<file path="src/hw/rtl/block_average_ascii_quantizer_macros.svh">
// Assertion helpers shared by the quantizer RTL.
// Both expect clk_i and rst_ni in the enclosing scope.
`ifndef BLOCK_AVERAGE_ASCII_QUANTIZER_MACROS_SVH
`define BLOCK_AVERAGE_ASCII_QUANTIZER_MACROS_SVH

// Same-cycle implication.
`define BAVQ_ASSERT_IMPL(name, ante, cons) \
  name: assert property (@(posedge clk_i) disable iff (!rst_ni) (ante) |-> (cons)) \
    else $error("bavq assertion failed");

// Next-cycle implication.
`define BAVQ_ASSERT_NEXT(name, ante, cons) \
  name: assert property (@(posedge clk_i) disable iff (!rst_ni) (ante) |=> (cons)) \
    else $error("bavq assertion failed");

`endif

</file>
<file path="src/hw/rtl/bavq_pkg.sv">
package bavq_pkg;

  localparam int unsigned MAX_COLS_DEF   = 1024;
  localparam int unsigned MAX_WINDOW_DEF = 3;

  localparam int unsigned PIX_W       = 8;
  localparam int unsigned TOTAL_W     = 12;
  localparam int unsigned ROW_W       = 12;
  localparam int unsigned COLS_W      = 11;
  localparam int unsigned WIN_W       = 2;
  localparam int unsigned CMP_W       = 13;
  localparam int unsigned COUNT_W     = 4;
  localparam int unsigned LEVEL_W     = 4;
  localparam int unsigned SYM_W       = 7;
  localparam int unsigned CFG_IDX_W   = 2;
  localparam int unsigned CFG_DATA_W  = 12;
  localparam int unsigned RECIP_W     = 17;
  localparam int unsigned RECIP_SHIFT = 16;
  localparam int unsigned PROD_W      = TOTAL_W + RECIP_W;
  localparam int unsigned BAND_N      = 9;

  localparam logic [PIX_W-1:0] BAND_TOP [BAND_N] = '{
    8'd25, 8'd51, 8'd77, 8'd103, 8'd129, 8'd155, 8'd181, 8'd207, 8'd233
  };

  typedef enum logic [CFG_IDX_W-1:0] {
    CFG_WINDOW = 2'd0,
    CFG_ROWS   = 2'd1,
    CFG_COLS   = 2'd2
  } bavq_cfg_e;

  // Per-pixel window bookkeeping, produced at accept time.
  typedef struct packed {
    logic               h_end;
    logic               v_end;
    logic               use_col;
    logic               row_end;
    logic               frame_end;
    logic [COUNT_W-1:0] count;
    logic [TOTAL_W-1:0] row_sum;
  } bavq_win_t;

  // Finished window sum headed for the divider.
  typedef struct packed {
    logic [TOTAL_W-1:0] total;
    logic [COUNT_W-1:0] count;
    logic               row_end;
    logic               frame_end;
  } bavq_res_t;

  // ceil(2^16 / d): exact floor division for totals below 4096, d in 1..9.
  function automatic logic [RECIP_W-1:0] recip(input logic [COUNT_W-1:0] d);
    logic [RECIP_W-1:0] r;
    case (d)
      4'd1:    r = 17'd65536;
      4'd2:    r = 17'd32768;
      4'd3:    r = 17'd21846;
      4'd4:    r = 17'd16384;
      4'd5:    r = 17'd13108;
      4'd6:    r = 17'd10923;
      4'd7:    r = 17'd9363;
      4'd8:    r = 17'd8192;
      4'd9:    r = 17'd7282;
      default: r = '0;
    endcase
    return r;
  endfunction

  function automatic logic [LEVEL_W-1:0] band_level(input logic [TOTAL_W-1:0] avg);
    logic [LEVEL_W-1:0] lvl;
    lvl = '0;
    for (int i = 0; i < BAND_N; i++) begin
      if (avg > {{(TOTAL_W-PIX_W){1'b0}}, BAND_TOP[i]}) begin
        lvl = lvl + 4'd1;
      end
    end
    return lvl;
  endfunction

  function automatic logic [SYM_W-1:0] band_symbol(input logic [LEVEL_W-1:0] lvl);
    logic [SYM_W-1:0] s;
    case (lvl)
      4'd0:    s = 7'h23;  // '#'
      4'd1:    s = 7'h40;  // '@'
      4'd2:    s = 7'h25;  // '%'
      4'd3:    s = 7'h2B;  // '+'
      4'd4:    s = 7'h2A;  // '*'
      4'd5:    s = 7'h3D;  // '='
      4'd6:    s = 7'h3A;  // ':'
      4'd7:    s = 7'h2D;  // '-'
      4'd8:    s = 7'h2E;  // '.'
      default: s = 7'h20;  // space
    endcase
    return s;
  endfunction

endpackage

</file>
<file path="src/hw/rtl/bavq_quant.sv">
module bavq_quant (
  input  logic                         clk_i,
  input  logic                         rst_ni,
  input  logic                         in_valid_i,
  input  bavq_pkg::bavq_res_t          in_res_i,
  input  logic                         out_ready_i,
  output logic                         adv_o,
  output logic                         out_valid_o,
  output logic [bavq_pkg::SYM_W-1:0]   symbol_o,
  output logic [bavq_pkg::LEVEL_W-1:0] level_o,
  output logic                         row_end_o,
  output logic                         frame_end_o
);
  import bavq_pkg::*;

  logic               adv;
  logic               s2_valid_q, s3_valid_q, out_valid_q;
  bavq_res_t          s2_q;
  logic [PROD_W-1:0]  prod_q, prod_d;
  logic               s3_row_end_q, s3_frame_end_q;
  logic [TOTAL_W-1:0] avg;
  logic [LEVEL_W-1:0] level_d, level_q;
  logic [SYM_W-1:0]   symbol_q;
  logic               row_end_q, frame_end_q;

  // The whole pipe moves only when the output register can take a transaction.
  assign adv   = !out_valid_q || out_ready_i;
  assign adv_o = adv;

  assign prod_d  = {{RECIP_W{1'b0}}, s2_q.total} *
                   {{TOTAL_W{1'b0}}, recip(s2_q.count)};
  assign avg     = prod_q[RECIP_SHIFT +: TOTAL_W];
  assign level_d = band_level(avg);

  always_ff @(posedge clk_i or negedge rst_ni) begin
    if (!rst_ni) begin
      s2_valid_q  <= 1'b0;
      s3_valid_q  <= 1'b0;
      out_valid_q <= 1'b0;
    end else if (adv) begin
      s2_valid_q  <= in_valid_i;
      s3_valid_q  <= s2_valid_q;
      out_valid_q <= s3_valid_q;
    end
  end

  always_ff @(posedge clk_i) begin
    if (adv) begin
      s2_q           <= in_res_i;
      prod_q         <= prod_d;
      s3_row_end_q   <= s2_q.row_end;
      s3_frame_end_q <= s2_q.frame_end;
      level_q        <= level_d;
      symbol_q       <= band_symbol(level_d);
      row_end_q      <= s3_row_end_q;
      frame_end_q    <= s3_frame_end_q;
    end
  end

  assign out_valid_o = out_valid_q;
  assign symbol_o    = symbol_q;
  assign level_o     = level_q;
  assign row_end_o   = row_end_q;
  assign frame_end_o = frame_end_q;

endmodule

</file>
<file path="config.mk">
export PLATFORM = sky130hd
export DESIGN_NAME = bavq_quant
export DESIGN_NICKNAME = d
export VERILOG_FILES = /design/src/hw/rtl/block_average_ascii_quantizer_macros.svh /design/src/hw/rtl/bavq_pkg.sv /design/src/hw/rtl/bavq_quant.sv
export SDC_FILE = /design/constraint.sdc
export NUM_CORES = 1
export LEC_CHECK = 0
export ABC_AREA = 1
export BUFFER_PORTS_ARGS = -buffer_cell sky130_fd_sc_hd__buf_4
export CAP_MARGIN = 15
export CELL_PAD_IN_SITES_DETAIL_PLACEMENT = 0
export CELL_PAD_IN_SITES_GLOBAL_PLACEMENT = 1
export CORE_MARGIN = 2
export CORE_UTILIZATION = 40
export DETAILED_ROUTE_END_ITERATION = 16
export GPL_TIMING_DRIVEN = 0
export PLACE_DENSITY_LB_ADDON = 0.05
export SYNTH_ARGS = -nofsm -noshare
export SYNTH_HDL_FRONTEND = slang
export SYNTH_SLANG_ARGS = --single-unit
</file>
<file path="constraint.sdc">
create_clock -name clk_i -period 6.97 [get_ports clk_i]
set_input_delay 0.3485 -clock clk_i [delete_from_list [all_inputs] [get_ports clk_i]]
set_output_delay 0.3485 -clock clk_i [all_outputs]
set_load 0.03 [all_outputs]
</file>
# Word-level counts from Yosys, hierarchy flattened
# Memory sizes are Yosys's and may differ from the RTL's. A register that Yosys moved wholly into a read port is not among the register bits.
# Cells that the tools add are included.
[word_totals] elab_cells=45 register_bits=57 romBits=384 memories=2 in_bits=22
[mem_list] memory="(name not given)" words=16 width=17 read_ports=1 rd_clocked_by_memory_dff=1 write_ports=0 line_no="bavq_pkg.sv:54" source="case (d)"
[mem_list] memory="(name not given)" words=16 width=7 read_ports=1 rd_clocked_by_memory_dff=1 write_ports=0 line_no="bavq_pkg.sv:82" source="case (lvl)"
[op_classes] n_mul=1 n_lt_le_gt_ge=9 n_addsub=8 n_mux=10 reduce_logical=2
[ops] operator="$gt A12 B8 Y1 const B" n=5
[ops] operator="$mux W4" n=9
[ops] operator="$add A4 B1 Y4 const B" n=8
[ops] operator="$mul A12 B17 Y28" n=1
[ops] operator="$gt A12 B7 Y1 const B" n=2
[ops] operator="$gt A12 B5 Y1 const B" n=1
[ops] operator="$gt A12 B6 Y1 const B" n=1
[ops] operator="$logic_not A1 Y1" n=1
[ops] operator="$logic_or A1 B1 Y1" n=1
[ops] operator="$mux W1" n=1

# Depth between registers and ports, before layout
# Gate-level depths: netlist of the first run.
[depth] depth_word=18 ltp_mapped=38

# Worst setup path after synthesis of the first run
# Ideal clock, no wire load.
[synth_timing] path_kind="register to register" startpoint="register s2_q[13] in the netlist's numbering" endpoint="register prod_q[25] (data pin)" path_buffers=1 required_time_ns=6.711 path_stages_with_launch=25 slack_ns=1.845 setup_ns=0.259 arrival_time_ns=4.866 cell_sequence="edfxtp_1 > clkbuf_1 > nand2_1 > fa_1 > fa_1 > fa_1 > inv_1 > fa_1 > inv_1 > fa_1 > inv_1 > ha_1 > nand2_1 > nor2_1 > a211oi_1 > a21oi_1 > o21ai_0 > nand3_1 > nand2_1 > nand2_1 > nand3_1 > nand2_1 > nand2_1 > nand2_1 > xor2_1"
[synth_between] elab_chain_cells=1
[synth_lines] item="start, declared" line_no="bavq_quant.sv:18" source="bavq_res_t s2_q;"
[synth_lines] item="start signal, assigned" line_no="bavq_quant.sv:49" source="s2_q <= in_res_i;"
[synth_lines] item="$mul A12 B17 Y28" line_no="bavq_quant.sv:30" source="assign prod_d = {{RECIP_W{1'b0}}, s2_q.total} *"
[synth_lines] item="net prod_d[25]" line_no="bavq_quant.sv:19" source="logic [PROD_W-1:0] prod_q, prod_d;"
[synth_lines] item="end signal, assigned" line_no="bavq_quant.sv:50" source="prod_q <= prod_d;"
[synth_lines] item="end, declared" line_no="bavq_quant.sv:19"
# The timed path passes the listed nets, and every way through them passes these cells.
# A chain may end at the register's enable or synchronous reset.

# Worst setup path after layout of the first run
[layout_timing] startpoint="register s2_q[14] in the netlist's numbering" endpoint="register prod_q[26] (data pin)"
# Same word-level chain as after synthesis.

==> results.py, run 1 <==
metrics = {
    "drt": {
        "drt-initial-drc-count": 343,
        "viasPerCell": 4.59,
        "via_count": 7104,
        "ant_nets": 0,
        "drt_wl_total_mm": 21.6,
        "route.detailed.drc": 0,
        "drtPass1Iterations": 6,
        "wire_per_inst_um": 13.9,
    },
    "setup_path": {
        "setup.worst_path.end_class": "flip-flop",
        "crit_type": "reg2reg",
        "worst_ep_required_time_ns": 7.04,
        "crit_path_max_fanout": 10,
        "cp-start-kind": "flip-flop",
        "worst_ep_arrival_time_ns": 6.09,
    },
    "sta": {
        "fin_setup_tns_ns": 0,
        "fmax_mhz": 166,
        "setup_ws_ns": 0.947,
        "final.period_utilization_pct": 86.4,
        "rsz0062_at_grt": "no",
        "maxSlewHeadroom_pct": 44.4,
        "period_needed_ns": 6.02,
        "hold_viol": 0,
        "slew_violations": 0,
        "setup_viol": 0,
        "tightest_slew_ns": 0.825,
        "clock-skew-final_ns": 0.00901,
    },
    "yosys": {
        "ys_seq_area_share_pct": 18.1,
        "yosysMostFrequentCell": "inv_1",
        "postSynthAreaPerCell_um2": 8.13,
        "yosysTopAreaCellShare_pct": 30.6,
        "synth_nets": 1424,
        "yosys.area.top_type": "fa_1",
        "yosys_warnings": 0,
        "syn-cell-area_um2": 9560,
        "synth_cell_types": 46,
        "async_flop_share_pct": 4.76,
        "synthTopCellsByCount": "inv_1 (302), nand2_1 (299), fa_1 (146)",
        "synthCells": 1176,
        "synth.area.top_cells": "fa_1 (31%), edfxtp_1 (14%), inv_1 (12%), nand2_1 (12%), ha_1 (10%)",
        "synth_seq_cells": 63,
        "synth-main-ff-cell": "edfxtp_1",
        "synth_enable_flop_cells": 45,
    },
    "clock_tree": {
        "htree_levels": 3,
        "clock_path_buffers": 2,
        "cts_tree": "yes",
        "clkLatencyLatePin_ns": 0.33,
        "cts_buffers": 9,
        "clkTransAtPathRegs_ns": 0.06,
        "cts_root_buffer": "clkbuf_16",
        "clock-sinks": 63,
    },
    "die": {
        "die_w_um": 159,
        "die_h_um": 159,
        "die_area_um2": 25100,
        "start_util_pct": 40.7,
        "core_area_um2": 23500,
        "rows": 56,
        "io_pins": 37,
    },
    "global_routing": {
        "grt_use_total_pct": 19.1,
        "overflow": 0,
        "antenna_found_initial": 0,
        "grt_start_max_net_pins": 35,
        "grt_pass1_vias": 7406,
        "grt_first_pass_wirelength_mm": 37.0,
    },
    "cells_and_area": {
        "multiInputGateArea_um2": 6520,
        "drive_above_1_share_pct": 9.43,
        "n_antenna_cell": 0,
        "n_fill_cell": 2422,
        "fin_nets": 1473,
        "ff_latch_area_um2": 1730,
        "syn_to_final_growth_pct": 10.6,
        "final_cells": 1549,
    },
    "placement": {
        "placed_cells": 1532,
        "dp.final_hpwl_mm": 18.5,
        "place_ws_ns": 0.906,
        "portBuffers": 36,
        "globalplace.congestion": 0.860,
    },
    "run_status": {
        "status": "finished clean",
    },
    "worst_hold_path": {
        "hp-class": "in2reg",
    },
    "run": {
        "drv_cap": 0,
    },
}
## kinds of logic (layout without fill, tap and decap cells)
logic type                 Yosys count  count (layout)  synth area share, %
buffers and inverters              348             402                 13.7
and+or+nand+nor                    451             451                 20.8
muxes                                1               1                0.118
DFF                                 63              63                 18.1
AOI/OAI and AO/OA                   66              66                 4.10
adders and majority gates          226             226                 41.1
xor gates and xnor gates            21              21                 2.08
## worst max-delay path: stages (launching register included)
cell and delay (ns):
edfxtp_1 0.49, clkbuf_1 0.49, nand2_1 0.27, fa_1 0.51
fa_1 0.54, inv_1 0.05, fa_1 0.48, fa_1 0.55
inv_1 0.06, fa_1 0.53, inv_1 0.04, ha_1 0.36
a21oi_1 0.24, o221ai_1 0.15, a21oi_1 0.40, nor2_1 0.09
nor2_1 0.20, o21ai_0 0.14, xor2_1 0.16
## final cells by class
| type | instances | area share [%] |
|---|---|---|
| Multi-Input combinational cell | 765 | 61.6 |
| Sequential cell | 63 | 16.3 |
| Inverter | 319 | 11.3 |
| Tap cell | 319 | 3.78 |
| Timing Repair Buffer | 38 | 2.84 |
| Clock buffer | 9 | 2.13 |
| Buffer | 29 | 1.11 |
| Clock inverter | 7 | 0.829 |
## stage by stage
stage | utilization (%) | instance area [um^2] | hold slack (ns)
floorplan | - | 9560 | 0.0529
global placement | 43.6 | 10200 | 0.140
CTS | 45.0 | 10600 | 0.183
detailed placement | 43.7 | 10200 | 0.141
finish | 45.0 | 10600 | 0.196
global route | 45.0 | 10600 | 0.184
## layout by cell type (no fill, tap or decap), types with 2 or more instances in the layout
cell / n
edfxtp_1: 45
nand3b_1: 3
a21oi_1: 27
ha_1: 80
nand2_1: 299
nand3_4: 2
nand2_2: 18
nor2_2: 2
nand3_2: 8
fa_1: 146
nand3_1: 50
nand2_4: 5
buf_4: 36
clkbuf_16: 9
bufinv_16: 2
and2_1: 2
clkinvlp_4: 2
o21ai_0: 24
nand4_1: 5
inv_2: 16
inv_1: 302
xor2_1: 13
o21a_1: 3
or2_1: 2
dfxtp_1: 15
clkbuf_1: 27
dfrtp_1: 3
nor3_1: 6
o21bai_1: 2
a21oi_4: 2
nor2_1: 44
xnor2_1: 6
clkinv_1: 3
## repair_timing
item	in CTS	in global routing
hold buffers	1	0
gates resized for setup	0	0
hold endpoints to repair	3	0
setup buffers	0	0
## worst paths after layout
kind	slack, ns	endpoint	cells after the start	from
min in group asynchronous	0.35	s2_valid_q	2	rst_ni
worst max register to register	0.95	prod_q[26]	18	s2_q[14]
worst min-delay path	0.20	s2_q[12]	1	in_res_i[12]
worst min register to register	0.42	s3_frame_end_q	0	s2_q[0]
worst max-delay path	0.95	prod_q[26]	18	s2_q[14]
max in group asynchronous	6.53	out_valid_o	2	rst_ni
## layer usage
metal | up-vias | GRT usage (%) | part of all wire [%]
li1 | 3572 | - | -
met1 | 3408 | 27.0 | 49
met2 | 103 | 32.1 | 47
met3 | 21 | 1.22 | 2.7
met4 | 0 | 4.42 | 1.5
met5 | - | 0 | 0
Power of run 1 is left out: the tool's default activity adds up to more than one toggle a clock period on the data nets, which glitch-free logic cannot reach.
==> run 2: changes to the inputs <==
Settings changed: ABC_AREA 1 to default.
==> results.py, run 2 <==
metrics = {
    "global_routing": {
        "grt_use_total_pct": 18.5,
        "overflow": 0,
        "grt_first_pass_wirelength_mm": 34.2,
        "grt_pass1_vias": 6451,
        "grt_start_max_net_pins": 29,
        "antenna_found_initial": 0,
    },
    "sta": {
        "timing.hold.ws_ns": 0.192,
        "setup_ws_ns": 0.368,
        "period_needed_ns": 6.60,
        "slew_violations": 0,
        "fmax_mhz": 151,
        "setup_viol": 0,
        "final.period_utilization_pct": 94.7,
        "hold_viol": 0,
        "maxSlewHeadroom_pct": 47.3,
        "clock-skew-final_ns": 0.00912,
        "tightest_slew_ns": 0.782,
    },
    "placement": {
        "placed_cell_area_um2": 9630,
        "place_ws_ns": -0.447,
        "dp.final_hpwl_mm": 17.2,
        "placed_cells": 1257,
        "globalplace.congestion": 0.844,
        "portBuffers": 36,
    },
    "setup_path": {
        "crit_path_max_fanout": 10,
        "worst_r2r_path_depth": 20,
        "worst_ep_arrival_time_ns": 6.68,
        "setup.worst_path.end_class": "flip-flop",
        "reg2reg_from": "s2_q[11]",
        "r2r-end": "prod_q[27]",
        "r2r_slack_ns": 0.37,
        "cp-start-kind": "flip-flop",
        "crit_type": "reg2reg",
        "worst_ep_required_time_ns": 7.04,
    },
    "run": {
        "drv_cap": 0,
    },
    "run_status": {
        "status": "finished clean",
    },
    "drt": {
        "ant_nets": 0,
        "drt_wl_total_mm": 20.6,
        "route.detailed.drc": 0,
        "via_count": 6191,
        "wire_per_inst_um": 16.2,
        "viasPerCell": 4.86,
        "drt-initial-drc-count": 334,
        "drtPass1Iterations": 5,
    },
    "yosys": {
        "synth-main-ff-cell": "edfxtp_1",
        "synth_enable_flop_cells": 44,
        "yosys_warnings": 0,
        "syn-cell-area_um2": 8990,
        "postSynthAreaPerCell_um2": 9.57,
        "synthCells": 940,
        "yosys.area.top_type": "fa_1",
        "synth_seq_cells": 62,
        "ys_seq_area_share_pct": 18.9,
        "yosysMostFrequentCell": "inv_1",
        "synth_nets": 1188,
        "synthTopCellsByCount": "inv_1 (212), fa_1 (146), nand2_1 (146)",
        "yosysTopAreaCellShare_pct": 32.5,
        "synth.area.top_cells": "fa_1 (33%), edfxtp_1 (15%), ha_1 (11%), inv_1 (8.8%), nand2_1 (6.1%)",
        "async_flop_share_pct": 4.84,
        "synth_cell_types": 71,
    },
    "clock_tree": {
        "clkLatencyLatePin_ns": 0.33,
        "clkTransAtPathRegs_ns": 0.06,
        "cts_buffers": 9,
        "cts_root_buffer": "clkbuf_16",
        "postCtsSetupRepairBufs": 0,
        "clock_path_buffers": 2,
        "htree_levels": 3,
        "cts_tree": "yes",
        "clock-sinks": 62,
    },
    "die": {
        "start_util_pct": 41.0,
        "die_area_um2": 23700,
        "io_pins": 37,
        "die_h_um": 154,
        "rows": 54,
        "core_area_um2": 22000,
        "die_w_um": 154,
    },
    "cells_and_area": {
        "n_antenna_cell": 0,
        "drive_above_1_share_pct": 9.96,
        "final_area_um2": 10000,
        "final_cells": 1274,
        "fin_nets": 1237,
        "syn_to_final_growth_pct": 11.2,
        "n_fill_cell": 2211,
        "final_cell_mix": "inv_1 (211), nand2_1 (146), fa_1 (146), ha_1 (80), and2_1 (59)",
        "mostFrequentLayoutCell": "inv_1",
    },
    "worst_hold_path": {
        "hold_end": "s2_q[1]",
        "min_from": "in_res_i[1]",
        "hold_depth": 1,
        "hp-class": "in2reg",
    },
    "power_and_ir_drop": {
        "p_leak_nw": 4.96,
        "power.density_nw_per_um2": 478,
        "ir_worst_vdd_mv": 0.488,
    },
}
[run 2: changes by cell type after synthesis, moves of 13 or more]
cell	change
nand2_2	-18
nor2_1	-23
inv_1	-90
a21oi_1	-13
and2_1	+57
nand2_1	-153
inv_2	-15
nand3_1	-41
[run 2: where the power goes]
group          internal [W]  total (W)  switching [W]
logic               0.00155    0.00360        0.00205
registers          0.000652   0.000718      0.0000659
clock network      0.000306   0.000467       0.000161
[run 2: cell families after synthesis]
kind of cell / after synthesis / synth area share (%)
AOI/OAI and AO/OA: 79 / 6.22
DFF: 62 / 18.9
xor gates and xnor gates: 31 / 3.52
buffers and inverters: 251 / 11.1
muxes: 15 / 1.75
adders and majority gates: 226 / 43.6
and+or+nand+nor: 276 / 14.9
[run 2: what timing repair did]
action | in CTS | in global routing
resized for setup | 4 | 8
hold buffers | 1 | 0
endpoints found under the hold margin | 3 | 0
endpoints found under the setup margin | 5 | 4
[run 2: worst max-delay path, stage by stage, from the launching register on]
cell,delay (ns)
edfxtp_1,0.60
clkbuf_2,0.37
nand2_1,0.13
fa_1,0.53
fa_1,0.54
inv_1,0.07
fa_1,0.46
fa_1,0.54
inv_1,0.05
fa_1,0.53
inv_1,0.04
ha_1,0.32
a21o_1,0.17
a21o_1,0.17
a211o_1,0.32
a221oi_4,0.31
o21ai_1,0.21
a221oi_4,0.38
o21ai_1,0.16
o41ai_1,0.33
xnor2_1,0.11
[run 2: layout make-up]
cell class / count / area [um^2] / share of cell area (%)
flip-flops and latches: 62 / 1700 / 17.0
clock inverters: 4 / 43.8 / 0.438
multi-input cells: 627 / 6330 / 63.3
repair buffers: 38 / 300 / 3.00
plain buffers: 38 / 205 / 2.05
clock buffers: 12 / 268 / 2.68
well taps: 280 / 350 / 3.50
inverters: 213 / 800 / 8.00
[run 2: routing by layer]
| layer | share of wire, % | GRT usage [%] | vias up |
|---|---|---|---|
| met5 | 0 | 0 | - |
| met4 | 0.69 | 2.63 | 0 |
| met3 | 3.9 | 2.59 | 11 |
| met2 | 45 | 28.4 | 114 |
| met1 | 51 | 28.4 | 3081 |
| li1 | - | - | 2985 |
[run 2: worst max path at each step]
stage / end / start
2_1_floorplan: prod_q[27] / s2_q[14]
3_3_place_gp: prod_q[27] / s2_q[11]
3_5_place_dp: prod_q[27] / s2_q[11]
4_1_cts: prod_q[27] / s2_q[9]
5_1_grt: prod_q[27] / s2_q[14]
6_report: prod_q[27] / s2_q[11]
[run 2: per-stage QoR]
stage	util [%]	total power [W]	TNS (ns)
final	45.5	0.00478	0
after global routing	45.5	0.00538	-0.00491
after CTS	45.4	0.00482	0
after detailed placement	43.9	0.00431	-1.26
after global placement	43.8	0.00432	-1.33
after floorplan	-	0.00352	0
No activity file was read; power rests on OpenSTA's default activity.
