### src/hw/rtl/block_average_ascii_quantizer_macros.svh
// Assertion helpers shared by the quantizer RTL.
// Both expect clk_i and rst_ni in the enclosing scope.
`ifndef BLOCK_AVERAGE_ASCII_QUANTIZER_MACROS_SVH
`define BLOCK_AVERAGE_ASCII_QUANTIZER_MACROS_SVH

// Same-cycle implication.
`define BAVQ_ASSERT_IMPL(name, ante, cons) \
  name: assert property (@(posedge clk_i) disable iff (!rst_ni) (ante) |-> (cons)) \
    else $error("bavq assertion failed");

// Next-cycle implication.
`define BAVQ_ASSERT_NEXT(name, ante, cons) \
  name: assert property (@(posedge clk_i) disable iff (!rst_ni) (ante) |=> (cons)) \
    else $error("bavq assertion failed");

`endif

### src/hw/rtl/bavq_pkg.sv
package bavq_pkg;

  localparam int unsigned MAX_COLS_DEF   = 1024;
  localparam int unsigned MAX_WINDOW_DEF = 3;

  localparam int unsigned PIX_W       = 8;
  localparam int unsigned TOTAL_W     = 12;
  localparam int unsigned ROW_W       = 12;
  localparam int unsigned COLS_W      = 11;
  localparam int unsigned WIN_W       = 2;
  localparam int unsigned CMP_W       = 13;
  localparam int unsigned COUNT_W     = 4;
  localparam int unsigned LEVEL_W     = 4;
  localparam int unsigned SYM_W       = 7;
  localparam int unsigned CFG_IDX_W   = 2;
  localparam int unsigned CFG_DATA_W  = 12;
  localparam int unsigned RECIP_W     = 17;
  localparam int unsigned RECIP_SHIFT = 16;
  localparam int unsigned PROD_W      = TOTAL_W + RECIP_W;
  localparam int unsigned BAND_N      = 9;

  localparam logic [PIX_W-1:0] BAND_TOP [BAND_N] = '{
    8'd25, 8'd51, 8'd77, 8'd103, 8'd129, 8'd155, 8'd181, 8'd207, 8'd233
  };

  typedef enum logic [CFG_IDX_W-1:0] {
    CFG_WINDOW = 2'd0,
    CFG_ROWS   = 2'd1,
    CFG_COLS   = 2'd2
  } bavq_cfg_e;

  // Per-pixel window bookkeeping, produced at accept time.
  typedef struct packed {
    logic               h_end;
    logic               v_end;
    logic               use_col;
    logic               row_end;
    logic               frame_end;
    logic [COUNT_W-1:0] count;
    logic [TOTAL_W-1:0] row_sum;
  } bavq_win_t;

  // Finished window sum headed for the divider.
  typedef struct packed {
    logic [TOTAL_W-1:0] total;
    logic [COUNT_W-1:0] count;
    logic               row_end;
    logic               frame_end;
  } bavq_res_t;

  // ceil(2^16 / d): exact floor division for totals below 4096, d in 1..9.
  function automatic logic [RECIP_W-1:0] recip(input logic [COUNT_W-1:0] d);
    logic [RECIP_W-1:0] r;
    case (d)
      4'd1:    r = 17'd65536;
      4'd2:    r = 17'd32768;
      4'd3:    r = 17'd21846;
      4'd4:    r = 17'd16384;
      4'd5:    r = 17'd13108;
      4'd6:    r = 17'd10923;
      4'd7:    r = 17'd9363;
      4'd8:    r = 17'd8192;
      4'd9:    r = 17'd7282;
      default: r = '0;
    endcase
    return r;
  endfunction

  function automatic logic [LEVEL_W-1:0] band_level(input logic [TOTAL_W-1:0] avg);
    logic [LEVEL_W-1:0] lvl;
    lvl = '0;
    for (int i = 0; i < BAND_N; i++) begin
      if (avg > {{(TOTAL_W-PIX_W){1'b0}}, BAND_TOP[i]}) begin
        lvl = lvl + 4'd1;
      end
    end
    return lvl;
  endfunction

  function automatic logic [SYM_W-1:0] band_symbol(input logic [LEVEL_W-1:0] lvl);
    logic [SYM_W-1:0] s;
    case (lvl)
      4'd0:    s = 7'h23;  // '#'
      4'd1:    s = 7'h40;  // '@'
      4'd2:    s = 7'h25;  // '%'
      4'd3:    s = 7'h2B;  // '+'
      4'd4:    s = 7'h2A;  // '*'
      4'd5:    s = 7'h3D;  // '='
      4'd6:    s = 7'h3A;  // ':'
      4'd7:    s = 7'h2D;  // '-'
      4'd8:    s = 7'h2E;  // '.'
      default: s = 7'h20;  // space
    endcase
    return s;
  endfunction

endpackage

### src/hw/rtl/bavq_track.sv
module bavq_track #(
  parameter int unsigned MAX_COLS = bavq_pkg::MAX_COLS_DEF,
  localparam int unsigned COL_W   = $clog2(MAX_COLS)
) (
  input  logic                          clk_i,
  input  logic                          rst_ni,
  input  logic                          accept_i,
  input  logic                          restart_i,
  input  logic [bavq_pkg::PIX_W-1:0]    pixel_i,
  input  logic [bavq_pkg::WIN_W-1:0]    win_size_i,
  input  logic [bavq_pkg::ROW_W-1:0]    rows_i,
  input  logic [bavq_pkg::CMP_W-1:0]    cols_i,
  output bavq_pkg::bavq_win_t           win_o,
  output logic [COL_W-1:0]              oc_o
);
  import bavq_pkg::*;

  logic [TOTAL_W-1:0] row_sum_q, row_sum_d;
  logic [ROW_W-1:0]   row_pos_q, row_pos_d;
  logic [COL_W-1:0]   col_pos_q, col_pos_d;
  logic [COL_W-1:0]   oc_q, oc_d;
  logic [WIN_W-1:0]   riw_q, riw_d;
  logic [WIN_W-1:0]   ciw_q, ciw_d;

  logic               last_col, last_row, h_end, v_end;
  logic [WIN_W-1:0]   ciw_inc, riw_inc;
  logic [TOTAL_W-1:0] sum;

  always_comb begin
    last_col = (CMP_W'(col_pos_q) + CMP_W'(1)) >= cols_i;
    last_row = (CMP_W'(row_pos_q) + CMP_W'(1)) >= CMP_W'(rows_i);
    ciw_inc  = ciw_q + WIN_W'(1);
    riw_inc  = riw_q + WIN_W'(1);
    h_end    = last_col || (ciw_inc >= win_size_i);
    v_end    = last_row || (riw_inc >= win_size_i);
    sum      = row_sum_q + TOTAL_W'(pixel_i);

    win_o.h_end     = h_end;
    win_o.v_end     = v_end;
    win_o.use_col   = (riw_q != '0);
    win_o.row_end   = last_col;
    win_o.frame_end = last_col && last_row;
    win_o.count     = ({2'b00, riw_q} + 4'd1) * ({2'b00, ciw_q} + 4'd1);
    win_o.row_sum   = sum;
  end

  assign oc_o = oc_q;

  always_comb begin
    row_sum_d = row_sum_q;
    row_pos_d = row_pos_q;
    col_pos_d = col_pos_q;
    oc_d      = oc_q;
    riw_d     = riw_q;
    ciw_d     = ciw_q;
    if (restart_i) begin
      row_sum_d = '0;
      row_pos_d = '0;
      col_pos_d = '0;
      oc_d      = '0;
      riw_d     = '0;
      ciw_d     = '0;
    end else if (accept_i) begin
      row_sum_d = h_end ? '0 : sum;
      if (last_col) begin
        col_pos_d = '0;
        oc_d      = '0;
        ciw_d     = '0;
        if (last_row) begin
          row_pos_d = '0;
          riw_d     = '0;
        end else begin
          row_pos_d = row_pos_q + ROW_W'(1);
          riw_d     = (riw_inc >= win_size_i) ? '0 : riw_inc;
        end
      end else begin
        col_pos_d = col_pos_q + COL_W'(1);
        ciw_d     = (ciw_inc >= win_size_i) ? '0 : ciw_inc;
        // advance to the next output column once a window closes
        if (h_end) begin
          oc_d = oc_q + COL_W'(1);
        end
      end
    end
  end

  always_ff @(posedge clk_i or negedge rst_ni) begin
    if (!rst_ni) begin
      row_sum_q <= '0;
      row_pos_q <= '0;
      col_pos_q <= '0;
      oc_q      <= '0;
      riw_q     <= '0;
      ciw_q     <= '0;
    end else begin
      row_sum_q <= row_sum_d;
      row_pos_q <= row_pos_d;
      col_pos_q <= col_pos_d;
      oc_q      <= oc_d;
      riw_q     <= riw_d;
      ciw_q     <= ciw_d;
    end
  end

endmodule

### config.mk
export PLATFORM = sky130hd
export DESIGN_NAME = bavq_track
export DESIGN_NICKNAME = d
export VERILOG_FILES = /design/src/hw/rtl/block_average_ascii_quantizer_macros.svh /design/src/hw/rtl/bavq_pkg.sv /design/src/hw/rtl/bavq_track.sv
export SDC_FILE = /design/constraint.sdc
export NUM_CORES = 1
export LEC_CHECK = 0
export BUFFER_PORTS_ARGS = -buffer_cell sky130_fd_sc_hd__buf_4
export CAP_MARGIN = 0
export CORE_ASPECT_RATIO = 0.6
export CORE_MARGIN = 5
export CORE_UTILIZATION = 40
export DETAILED_ROUTE_END_ITERATION = 10
export MAX_ROUTING_LAYER = met4
export PLACE_DENSITY = 0.57
export SLEW_MARGIN = 30
export SYNTH_ARGS = -nofsm -noshare
export SYNTH_HDL_FRONTEND = slang
export SYNTH_SLANG_ARGS = --single-unit
### constraint.sdc
create_clock -name clk_i -period 4.4 [get_ports clk_i]
set_input_delay 0.88 -clock clk_i [delete_from_list [all_inputs] [get_ports clk_i]]
set_output_delay 0.88 -clock clk_i [all_outputs]
set_load 0.005 [all_outputs]
-- Yosys cells after proc, flatten, opt, wreduce, memory -nomap -nowiden
Cells that the tools add are included.
- bits in registers: 48
- memory bits (read-only): 0
- bits of input ports: 39
- output and inout bits: 31
- bits in writable memories: 0
- logic and storage cells: 53
- bits in latches: 0
- memories: 0
- bitwise logic cells: 0
- divide/modulo/power cells: 0
- shift operators: 0
- multiplexer cells: 23
- multiply operators: 1
- add/subtract/negate cells: 10
- order comparisons: 4
- eq/ne operators: 0
- reduce and logical (&&, ||, !) cells: 9
- operator list (kind ; number):
    $mux 12 ; 7
    $mux 10 ; 7
    $add 10x1->10 const B ; 2
    $mux 2 ; 9
    $add 12x1->13 const B ; 1
    $ge 11x13->1 ; 1
    $ge 13x12->1 ; 1
    $add 12x1->12 const B ; 1
    $add 12x8->12 ; 1
    $add 10x1->11 const B ; 1
    $add 2x1->3 const B ; 2
    $reduce_bool 2->1 ; 3
    $add 2x1->2 const B ; 2
    $ge 2x2->1 ; 2
    $mul 3x3->4 ; 1
    $reduce_and 2->1 ; 2
    $reduce_bool 3->1 ; 1
    $logic_or 1x1->1 ; 2
    $logic_and 1x1->1 ; 1

-- Depth between registers and ports, before layout
Gate-level depths: netlist (run 1).
- depth after elaboration: 7
- gate-level depth with buffers: 14
- depth with buffers taken out: 13

-- Least setup slack after synthesis (run 1)
Ideal clock, no wire load.
- path type: reg2out
- start point: reg row_pos_q[0]
- end point: out win_o[19] (netlist bit)
- data required time: 3520 ps
- buffers on the path: 2
- path slack: 763 ps
- arrival: 2757 ps
- stages on the path, launching flop included: 15
- cell sequence: dfrtp_1 > ha_1 > and3_1 > nand2_1 > inv_1 > and3_1 > xor2_1 > ha_1 > a21o_1 > a21oi_1 > o21ai_0 > a211oi_2 > clkbuf_1 > nand2_1 > buf_4
- cells in the longest elaborated chain, start to end: 3
- RTL lines (item ; RTL line ; RTL):
    from (decl) ; bavq_track.sv:19 ; logic [ROW_W-1:0] row_pos_q, row_pos_d;
    from (signal assigned) ; bavq_track.sv:97 ; row_pos_q <= row_pos_d;
    $add 12x1->13 ; bavq_track.sv:31 ; last_row = (CMP_W'(row_pos_q) + CMP_W'(1)) >= CMP_W'(rows_i);
    $ge 13x12->1 ; bavq_track.sv:31 ;
    $logic_or 1x1->1 ; bavq_track.sv:35 ; v_end = last_row || (riw_inc >= win_size_i);
    to (decl) ; bavq_track.sv:13 ; output bavq_pkg::bavq_win_t win_o,
Every way passes these cells.

==> results of run 1 <==
==> registers in the layout (all words and copies together), names as in the netlist <==
name and cells:
riw_q 2, col_pos_q 10, row_pos_q 12, row_sum_q 12, oc_o 10, ciw_q 2
==> cells in the mapped netlist (all sizes together) (2+ instances only) <==
library cell and instances:
a211oi 6, a21o 10, a21oi 18, a22o 23, a31oi 12, a41oi 6
and2 2, and3 8, and4 2, buf 9, clkbuf 8, dfrtp 48
fa 2, ha 43, inv 37, mux2 3, mux2i 4, nand2 15
nand2b 7, nand3 23, nand3b 2, nand4 7, nand4b 3, nor2 22
nor2b 5, nor3 6, nor3b 2, o211ai 2, o21a 3, o21ai 13
o221ai 3, o22ai 3, o311a 2, or2 3, xnor2 18, xor2 11
==> final cells by class <==
| cell class | instances | area (um2) | area share (%) |
|---|---|---|---|
| multi-input combinational | 298 | 2330 | 50.9 |
| sequential | 48 | 1200 | 26.3 |
| timing repair buffer | 74 | 556 | 12.2 |
| tap | 130 | 163 | 3.56 |
| clock buffer | 7 | 153 | 3.34 |
| inverter | 37 | 141 | 3.09 |
| clock inverter | 1 | 30.0 | 0.657 |
==> where the power goes <==
group          switching, mW  internal [mW]
Clock                  0.170          0.300
Sequential            0.0210          0.459
Combinational          0.135          0.126
==> cell usage in the layout, fill, tap and decap left out, types with 4 or more instances in the layout <==
master	Yosys	layout
sky130_fd_sc_hd__a31oi_1	12	12
sky130_fd_sc_hd__and3_1	6	6
sky130_fd_sc_hd__nor2b_1	5	5
sky130_fd_sc_hd__a21oi_1	16	16
sky130_fd_sc_hd__dfrtp_1	48	48
sky130_fd_sc_hd__a41oi_1	5	5
sky130_fd_sc_hd__nor3_1	4	4
sky130_fd_sc_hd__clkbuf_16	0	5
sky130_fd_sc_hd__a22o_1	23	23
sky130_fd_sc_hd__mux2i_1	4	4
sky130_fd_sc_hd__nand4_1	7	7
sky130_fd_sc_hd__nand2_1	15	15
sky130_fd_sc_hd__nor2_1	22	22
sky130_fd_sc_hd__inv_1	36	36
sky130_fd_sc_hd__nand2b_1	7	7
sky130_fd_sc_hd__xor2_1	11	11
sky130_fd_sc_hd__o21ai_0	12	12
sky130_fd_sc_hd__nand3_1	23	23
sky130_fd_sc_hd__a211oi_1	5	5
sky130_fd_sc_hd__ha_1	43	43
sky130_fd_sc_hd__buf_4	3	74
sky130_fd_sc_hd__xnor2_1	18	18
sky130_fd_sc_hd__a21o_1	10	10
==> worst reg2reg max path: stages, from the launching register on <==
cell,delay [ns]
sky130_fd_sc_hd__dfrtp_1,0.42
sky130_fd_sc_hd__ha_1,0.24
sky130_fd_sc_hd__nand3_1,0.15
sky130_fd_sc_hd__nor2_1,0.26
sky130_fd_sc_hd__nand3_1,0.13
sky130_fd_sc_hd__xnor2_1,0.23
sky130_fd_sc_hd__ha_1,0.30
sky130_fd_sc_hd__and4_1,0.17
sky130_fd_sc_hd__a41oi_2,0.19
sky130_fd_sc_hd__a21oi_2,0.13
sky130_fd_sc_hd__nor3_4,0.33
sky130_fd_sc_hd__inv_4,0.16
sky130_fd_sc_hd__nor3_4,0.52
sky130_fd_sc_hd__mux2_2,0.25
==> layer usage <==
layer  vias to the layer above  routed length, um  track usage [%]  share of wire [%]
li1                       1595                  -                -                  -
met1                      1490               4990             25.8                 54
met2                        70               3570             22.9                 39
met3                         9                496             3.79                5.4
met4                         0                108             4.21                1.2
met5                         -                  0                -                  0
==> worst max path at each step <==
stage | to | slack [ns] | cells after the start
floorplan | win_o[19] | 0.76 | 14
global placement | win_o[8] | 0.60 | 9
detailed placement | win_o[8] | 0.55 | 9
CTS | win_o[17] | 0.34 | 12
global route | win_o[17] | 0.02 | 12
finish | win_o[17] | 0.34 | 12
==> kinds of logic (layout without fill, tap and decap cells) <==
| kind of cell | count (synthesis) | count (layout) | share of synthesized area [%] |
|---|---|---|---|
| XOR/XNOR | 29 | 29 | 6.73 |
| adder cells (fa/ha/maj) | 45 | 45 | 15.3 |
| flip-flops | 48 | 48 | 31.8 |
| multiplexers | 7 | 7 | 1.95 |
| AND/OR/NAND/NOR | 110 | 110 | 16.7 |
| AO/OA/AOI/OAI | 107 | 107 | 20.9 |
| buffers and inverters | 54 | 119 | 6.59 |
==> out/summary.txt, run 1 <==
FINAL LAYOUT
------------------------------------------------------------------------------------
Total inserted antenna cells                                                       0
Area growth syn-to-layout                                                      21.0%
Post-route cell area                                                        4570 um2
Number of fill cells                                                             895
Non-filler cells, final                                                          595
Final core area utilization                                                    49.7%
Number of nets in the layout                                                     548
Layout cell share with drive strength beyond 1                                 21.5%

GLOBAL ROUTE
------------------------------------------------------------------------------------
Total gr overflow                                                                  0
Total global routing track utilization                                         17.1%
Wire length of the first global-routing pass                                15600 um
Via count of the first global-routing pass                                      3043
Number of antenna violations at the first check in global routing                  0
Maximum number of pins on one net before global-route repair                      49

STATUS
------------------------------------------------------------------------------------
Outcome                                                                    completed

CRITICAL PATH
------------------------------------------------------------------------------------
Reg-to-reg startpoint                                                   col_pos_q[0]
Highest-delay cell along the critical path                              sky130_fd_sc_hd__dfrtp_1
Internal reg-to-reg setup slack                                              0.85 ns
CP Launch Point                                                         col_pos_q[0]
Buffering stage count on the worst path with inverters included                    2
Worst Setup Path Type                                                   register to output port
End of the worst register-to-register path                                  ciw_q[0]
Data required time at the worst endpoint                                     3.52 ns
Arrival time at the worst endpoint                                           3.18 ns
Worst Setup End Kind                                                     output port
Cells on worst reg2reg path                                                       13
Cell-by-cell trace of the critical path                                 ha_1 > nand3_1 > nor2_1 > nand3_1 > xnor2_1 > ha_1 > and4_1 > a41oi_2 > a21oi_2 > nor3_4 > inv_4 > buf_4
Category of the worst setup path launch point                               register
Peak per-stage delay on the critical path                                    0.42 ns
Maximum fanout encountered on the critical timing path                            18
Kind of cell with the highest combined delay on the critical path       simple AND/OR/NAND/NOR gates

CLOCKING
------------------------------------------------------------------------------------
Clock sinks                                                                       48
CTS tree                                                                       built
Clock buffer count from CTS                                                        5
Buffer type at the clock tree root                                      sky130_fd_sc_hd__clkbuf_16
Clock transition at the registers of the reported paths                      0.07 ns
CTS max path bufs                                                                  2
Number of instances resized during post-cts repair                                 0
Number of buffers added for setup after CTS                                        0
Clock H-tree levels                                                                2
Number of buffers inserted for hold repair after clock tree synthesis              0
Clock latency of the later-clocked register in the worst-skew pair           0.29 ns

TIMING
------------------------------------------------------------------------------------
Min Clock Period, post-route                                                 4.06 ns
Max transition margin                                                          54.9%
Post-route clock period utilization                                            92.4%
Setup slack of the critical path after layout                               0.336 ns
Final hold slack                                                            0.510 ns
Total setup violations reported at the end of the flow                             0
Slew Viols, Final                                                                  0
Slew at the pin closest to its max-slew limit                               0.672 ns
Fmax achieved                                                              0.246 GHz
Maximum clock skew at final layout                                        0.00606 ns
Setup repair after global routing missed its margin                            false
Hold Violations, Final                                                             0
Setup TNS                                                                       0 ns

FLOORPLANNING
------------------------------------------------------------------------------------
Die footprint                                                              11500 um2
Initial core utilization                                                       41.1%
Die outline height                                                           85.3 um
Number of top-level pins                                                          70
Site row count                                                                    27
Horiz. Die Dim                                                                135 um
Core area                                                                   9190 um2

SYNTHESIS
------------------------------------------------------------------------------------
Part of the Yosys area used for sequential elements                            31.8%
Count of flip-flops with a built-in enable after synthesis                         0
Leading register cell type out of synthesis                             sky130_fd_sc_hd__dfrtp_1
Fraction of synthesis flops using an asynchronous set or reset pin              100%
Post-synth top area share                                                      31.8%
Area of the mapped netlist                                                  3780 um2
Post-Syn Nets                                                                    484
Yosys cell types                                                                  55
Number of synthesized register bits                                               48
Number of synthesis warnings                                                       0
Biggest area contributors in the synthesized netlist                    sky130_fd_sc_hd__dfrtp_1, sky130_fd_sc_hd__ha_1, sky130_fd_sc_hd__a22o_1
Post-synth top area cell                                                sky130_fd_sc_hd__dfrtp_1
Mean instance size in the synthesized netlist                               9.44 um2
Syn Inst Count                                                                   400

DETAILED ROUTING
------------------------------------------------------------------------------------
First drt pass iteration count                                                     5
Vias after detailed routing                                                     3164
Wire per inst                                                                15.4 um
Number of DRC markers in iteration 0                                             248
Total DRC errors in the routed layout                                              0
Final wirelength                                                             9170 um
Mean number of vias per cell                                                    5.32
Detail Route Antenna Nets                                                          0

WORST HOLD PATH
------------------------------------------------------------------------------------
Start point of the worst hold path                                      row_sum_q[5]
Worst Hold Endpoint                                                     row_sum_q[5]
Worst Hold Path Cells                                                              1
Min-delay worst type                                                    register to register

PLACEMENT
------------------------------------------------------------------------------------
Post-place instance area                                                    4390 um2
Number of instances in the placed design                                         587
Pre-CTS setup slack                                                         0.550 ns
Half-perimeter wire length after detailed placement                          7150 um
Placer Congestion                                                              0.864
Quantity of I/O buffers inserted on ports                                         69

POWER
------------------------------------------------------------------------------------
Total power                                                                  1.21 mW
Static Leak                                                                  2.34 nW
Power Dens Cells                                                          265 nW/um2
Worst IR Drop VDD                                                           0.177 mV

RUN
------------------------------------------------------------------------------------
Number of violations of the max-capacitance limit                                  0

Power figures use the tool's default switching activity.
==> inputs of run 2 (changes only) <==
--- a/config.mk
+++ b/config.mk
@@ -13,6 +13,7 @@
 export DETAILED_ROUTE_END_ITERATION = 10
 export MAX_ROUTING_LAYER = met4
 export PLACE_DENSITY = 0.57
+export REMOVE_ABC_BUFFERS = 1
 export SLEW_MARGIN = 30
 export SYNTH_ARGS = -nofsm -noshare
 export SYNTH_HDL_FRONTEND = slang
==> run 2 against run 1 <==
Against the previous run:
- non-clock buffer count decreased by 1
- power fell by 6.1%
- sequential power barely moved
- cell area decreased by 0.82%
- routed wire length fell by 0.55%
- die area unchanged
- combinational power is essentially flat
- first-iteration DRC count increased by 0.40%
- worst hold slack hardly changed
- critical endpoint is now win_o[19]
- critical path depth increased by 2
- clock skew down 0.0024 ns
==> out/summary.txt, run 2 (synthesis gave the netlist of run 1 again) <==
CLOCKING
------------------------------------------------------------------------------------
CTS max path bufs                                                                  2   unchanged
CTS tree                                                                       built   unchanged
Number of buffers inserted for hold repair after clock tree synthesis              0   unchanged
Number of buffers added for setup after CTS                                        0   unchanged
Clock H-tree levels                                                                2   unchanged
Clock sinks                                                                       48   unchanged
Buffer type at the clock tree root                                      sky130_fd_sc_hd__clkbuf_16   unchanged
Clock latency of the later-clocked register in the worst-skew pair           0.29 ns   about the same
Clock transition at the registers of the reported paths                      0.07 ns   about the same
Number of instances resized during post-cts repair                                 0   unchanged
Clock buffer count from CTS                                                        5   unchanged

TIMING
------------------------------------------------------------------------------------
Min Clock Period, post-route                                                 4.10 ns   was 4.06 ns
Total setup violations reported at the end of the flow                             0   unchanged
Slew at the pin closest to its max-slew limit                               0.646 ns   was 0.672 ns
Setup repair after global routing missed its margin                            false   unchanged
Post-route clock period utilization                                            93.1%   was 92.4%
Maximum clock skew at final layout                                        0.00363 ns   was 0.00606 ns
Setup TNS                                                                       0 ns   unchanged
Slew Viols, Final                                                                  0   unchanged
Max transition margin                                                          56.6%   was 54.9%
Hold Violations, Final                                                             0   unchanged
Fmax achieved                                                              0.244 GHz   was 0.246 GHz

FINAL LAYOUT
------------------------------------------------------------------------------------
Most common cell after layout, fill and taps aside                      sky130_fd_sc_hd__buf_4   unchanged
Non-filler cells, final                                                          594   was 595
Total inserted antenna cells                                                       0   unchanged
Area growth syn-to-layout                                                      20.0%   was 21.0%
Largest regs                                                            row_pos_q (12), row_sum_q (12)   unchanged
Layout cell share with drive strength beyond 1                                 21.3%   was 21.5%
Most frequent cells in the layout                                       sky130_fd_sc_hd__buf_4, sky130_fd_sc_hd__dfrtp_1, sky130_fd_sc_hd__ha_1, sky130_fd_sc_hd__inv_1   unchanged
Number of nets in the layout                                                     547   was 548
Post-route cell area                                                        4530 um2   was 4570 um2
Number of fill cells                                                             883   was 895

POWER
------------------------------------------------------------------------------------
Worst IR Drop VDD                                                           0.151 mV   was 0.177 mV
Power Dens Cells                                                          251 nW/um2   was 265 nW/um2
Total power                                                                  1.14 mW   was 1.21 mW
Static Leak                                                                  2.32 nW   was 2.34 nW

CRITICAL PATH
------------------------------------------------------------------------------------
Worst Setup End Kind                                                     output port   unchanged
Highest-delay cell along the critical path                              sky130_fd_sc_hd__dfrtp_1   unchanged
Cell-by-cell trace of the critical path                                 ha_1 > and3_1 > nand2_1 > inv_1 > and3_1 > xor2_1 > ha_1 > a21o_1 > a21oi_1 > o21ai_0 > a211oi_2 > buf_4 > nand2_1 > buf_4   was ha_1 > nand3_1 > nor2_1 > nand3_1 > xnor2_1 > ha_1 > and4_1 > a41oi_2 > a21oi_2 > nor3_4 > inv_4 > buf_4
Cells on worst reg2reg path                                                       13   unchanged
Kind of cell with the highest combined delay on the critical path       simple AND/OR/NAND/NOR gates   unchanged
Peak per-stage delay on the critical path                                    0.43 ns   was 0.42 ns
Maximum fanout encountered on the critical timing path                            14   was 18
Category of the worst setup path launch point                               register   unchanged
Data required time at the worst endpoint                                     3.52 ns   about the same
Arrival time at the worst endpoint                                           3.22 ns   was 3.18 ns
Cell depth of the worst setup path                                                14   was 12
Worst Setup Path Type                                                   register to output port   unchanged
Buffering stage count on the worst path with inverters included                    3   was 2

GLOBAL ROUTE
------------------------------------------------------------------------------------
Total global routing track utilization                                         16.5%   was 17.1%
Number of antenna violations at the first check in global routing                  0   unchanged
Wire length of the first global-routing pass                                15200 um   was 15600 um
Maximum number of pins on one net before global-route repair                      49   unchanged
Via count of the first global-routing pass                                      2979   was 3043
Total gr overflow                                                                  0   unchanged

DETAILED ROUTING
------------------------------------------------------------------------------------
Wire per inst                                                                15.3 um   was 15.4 um
Mean number of vias per cell                                                    5.30   was 5.32
First drt pass iteration count                                                     4   was 5
Detail Route Antenna Nets                                                          0   unchanged
Vias after detailed routing                                                     3146   was 3164
Number of DRC markers in iteration 0                                             249   was 248
Total DRC errors in the routed layout                                              0   unchanged
Final wirelength                                                             9120 um   was 9170 um

FLOORPLANNING
------------------------------------------------------------------------------------
Horiz. Die Dim                                                                135 um   unchanged
Initial core utilization                                                       41.1%   unchanged
Site row count                                                                    27   unchanged
Die footprint                                                              11500 um2   unchanged
Core area                                                                   9190 um2   unchanged
Die outline height                                                           85.3 um   unchanged
Number of top-level pins                                                          70   unchanged

PLACEMENT
------------------------------------------------------------------------------------
Quantity of I/O buffers inserted on ports                                         69   unchanged
Number of instances in the placed design                                         586   was 587
Placer Congestion                                                              0.779   was 0.864
Post-place instance area                                                    4380 um2   was 4390 um2
Half-perimeter wire length after detailed placement                          7030 um   was 7150 um

RUN
------------------------------------------------------------------------------------
Number of violations of the max-capacitance limit                                  0   unchanged

WORST HOLD PATH
------------------------------------------------------------------------------------
Min-delay worst type                                                    register to register   unchanged
Worst Hold Path Cells                                                              1   unchanged

STATUS
------------------------------------------------------------------------------------
Outcome                                                                    completed   unchanged

[run 2: worst paths after layout]
kind                            endpoint  slack, ns         start
max                            win_o[19]       0.30  row_pos_q[0]
min                             ciw_q[1]       0.51      ciw_q[1]
max reg2reg                     ciw_q[0]       0.82  col_pos_q[0]
min reg2reg                     ciw_q[1]       0.51      ciw_q[1]
max in group asynchronous  row_pos_q[10]       3.37        rst_ni
min in group asynchronous   col_pos_q[7]       0.61        rst_ni
[run 2: metal layers]
| layer | wire length [um] | global-route usage, % | vias to the layer above |
|---|---|---|---|
| met3 | 429 | 2.84 | 5 |
| met4 | 41 | 2.20 | 0 |
| met1 | 5150 | 26.4 | 1475 |
| met5 | 0 | - | - |
| li1 | - | - | 1597 |
| met2 | 3500 | 21.7 | 69 |
[run 2: stage by stage]
step	util, %	hold slack (ns)	setup WS, ns
6_report	49.3	0.510	0.301
5_1_grt	49.3	0.528	0.0455
4_1_cts	49.3	0.510	0.326
2_1_floorplan	-	0.470	0.881
3_3_place_gp	47.7	0.487	0.513
3_5_place_dp	47.7	0.486	0.478
[run 2: area by class of cell]
type	count	area (um2)	share of cell area, %
multi-input cells	298	2330	51.3
flip-flops and latches	48	1200	26.5
repair buffers	73	548	12.1
well taps	130	163	3.59
inverters	37	141	3.12
clock buffers	6	139	3.06
clock inverters	2	13.8	0.304
[run 2: power breakdown]
group          total [mW]  switching [mW]  internal, mW  leakage (nW)
registers           0.479          0.0208         0.459         0.665
logic               0.258           0.135         0.123          1.58
clock network       0.399           0.172         0.228        0.0772
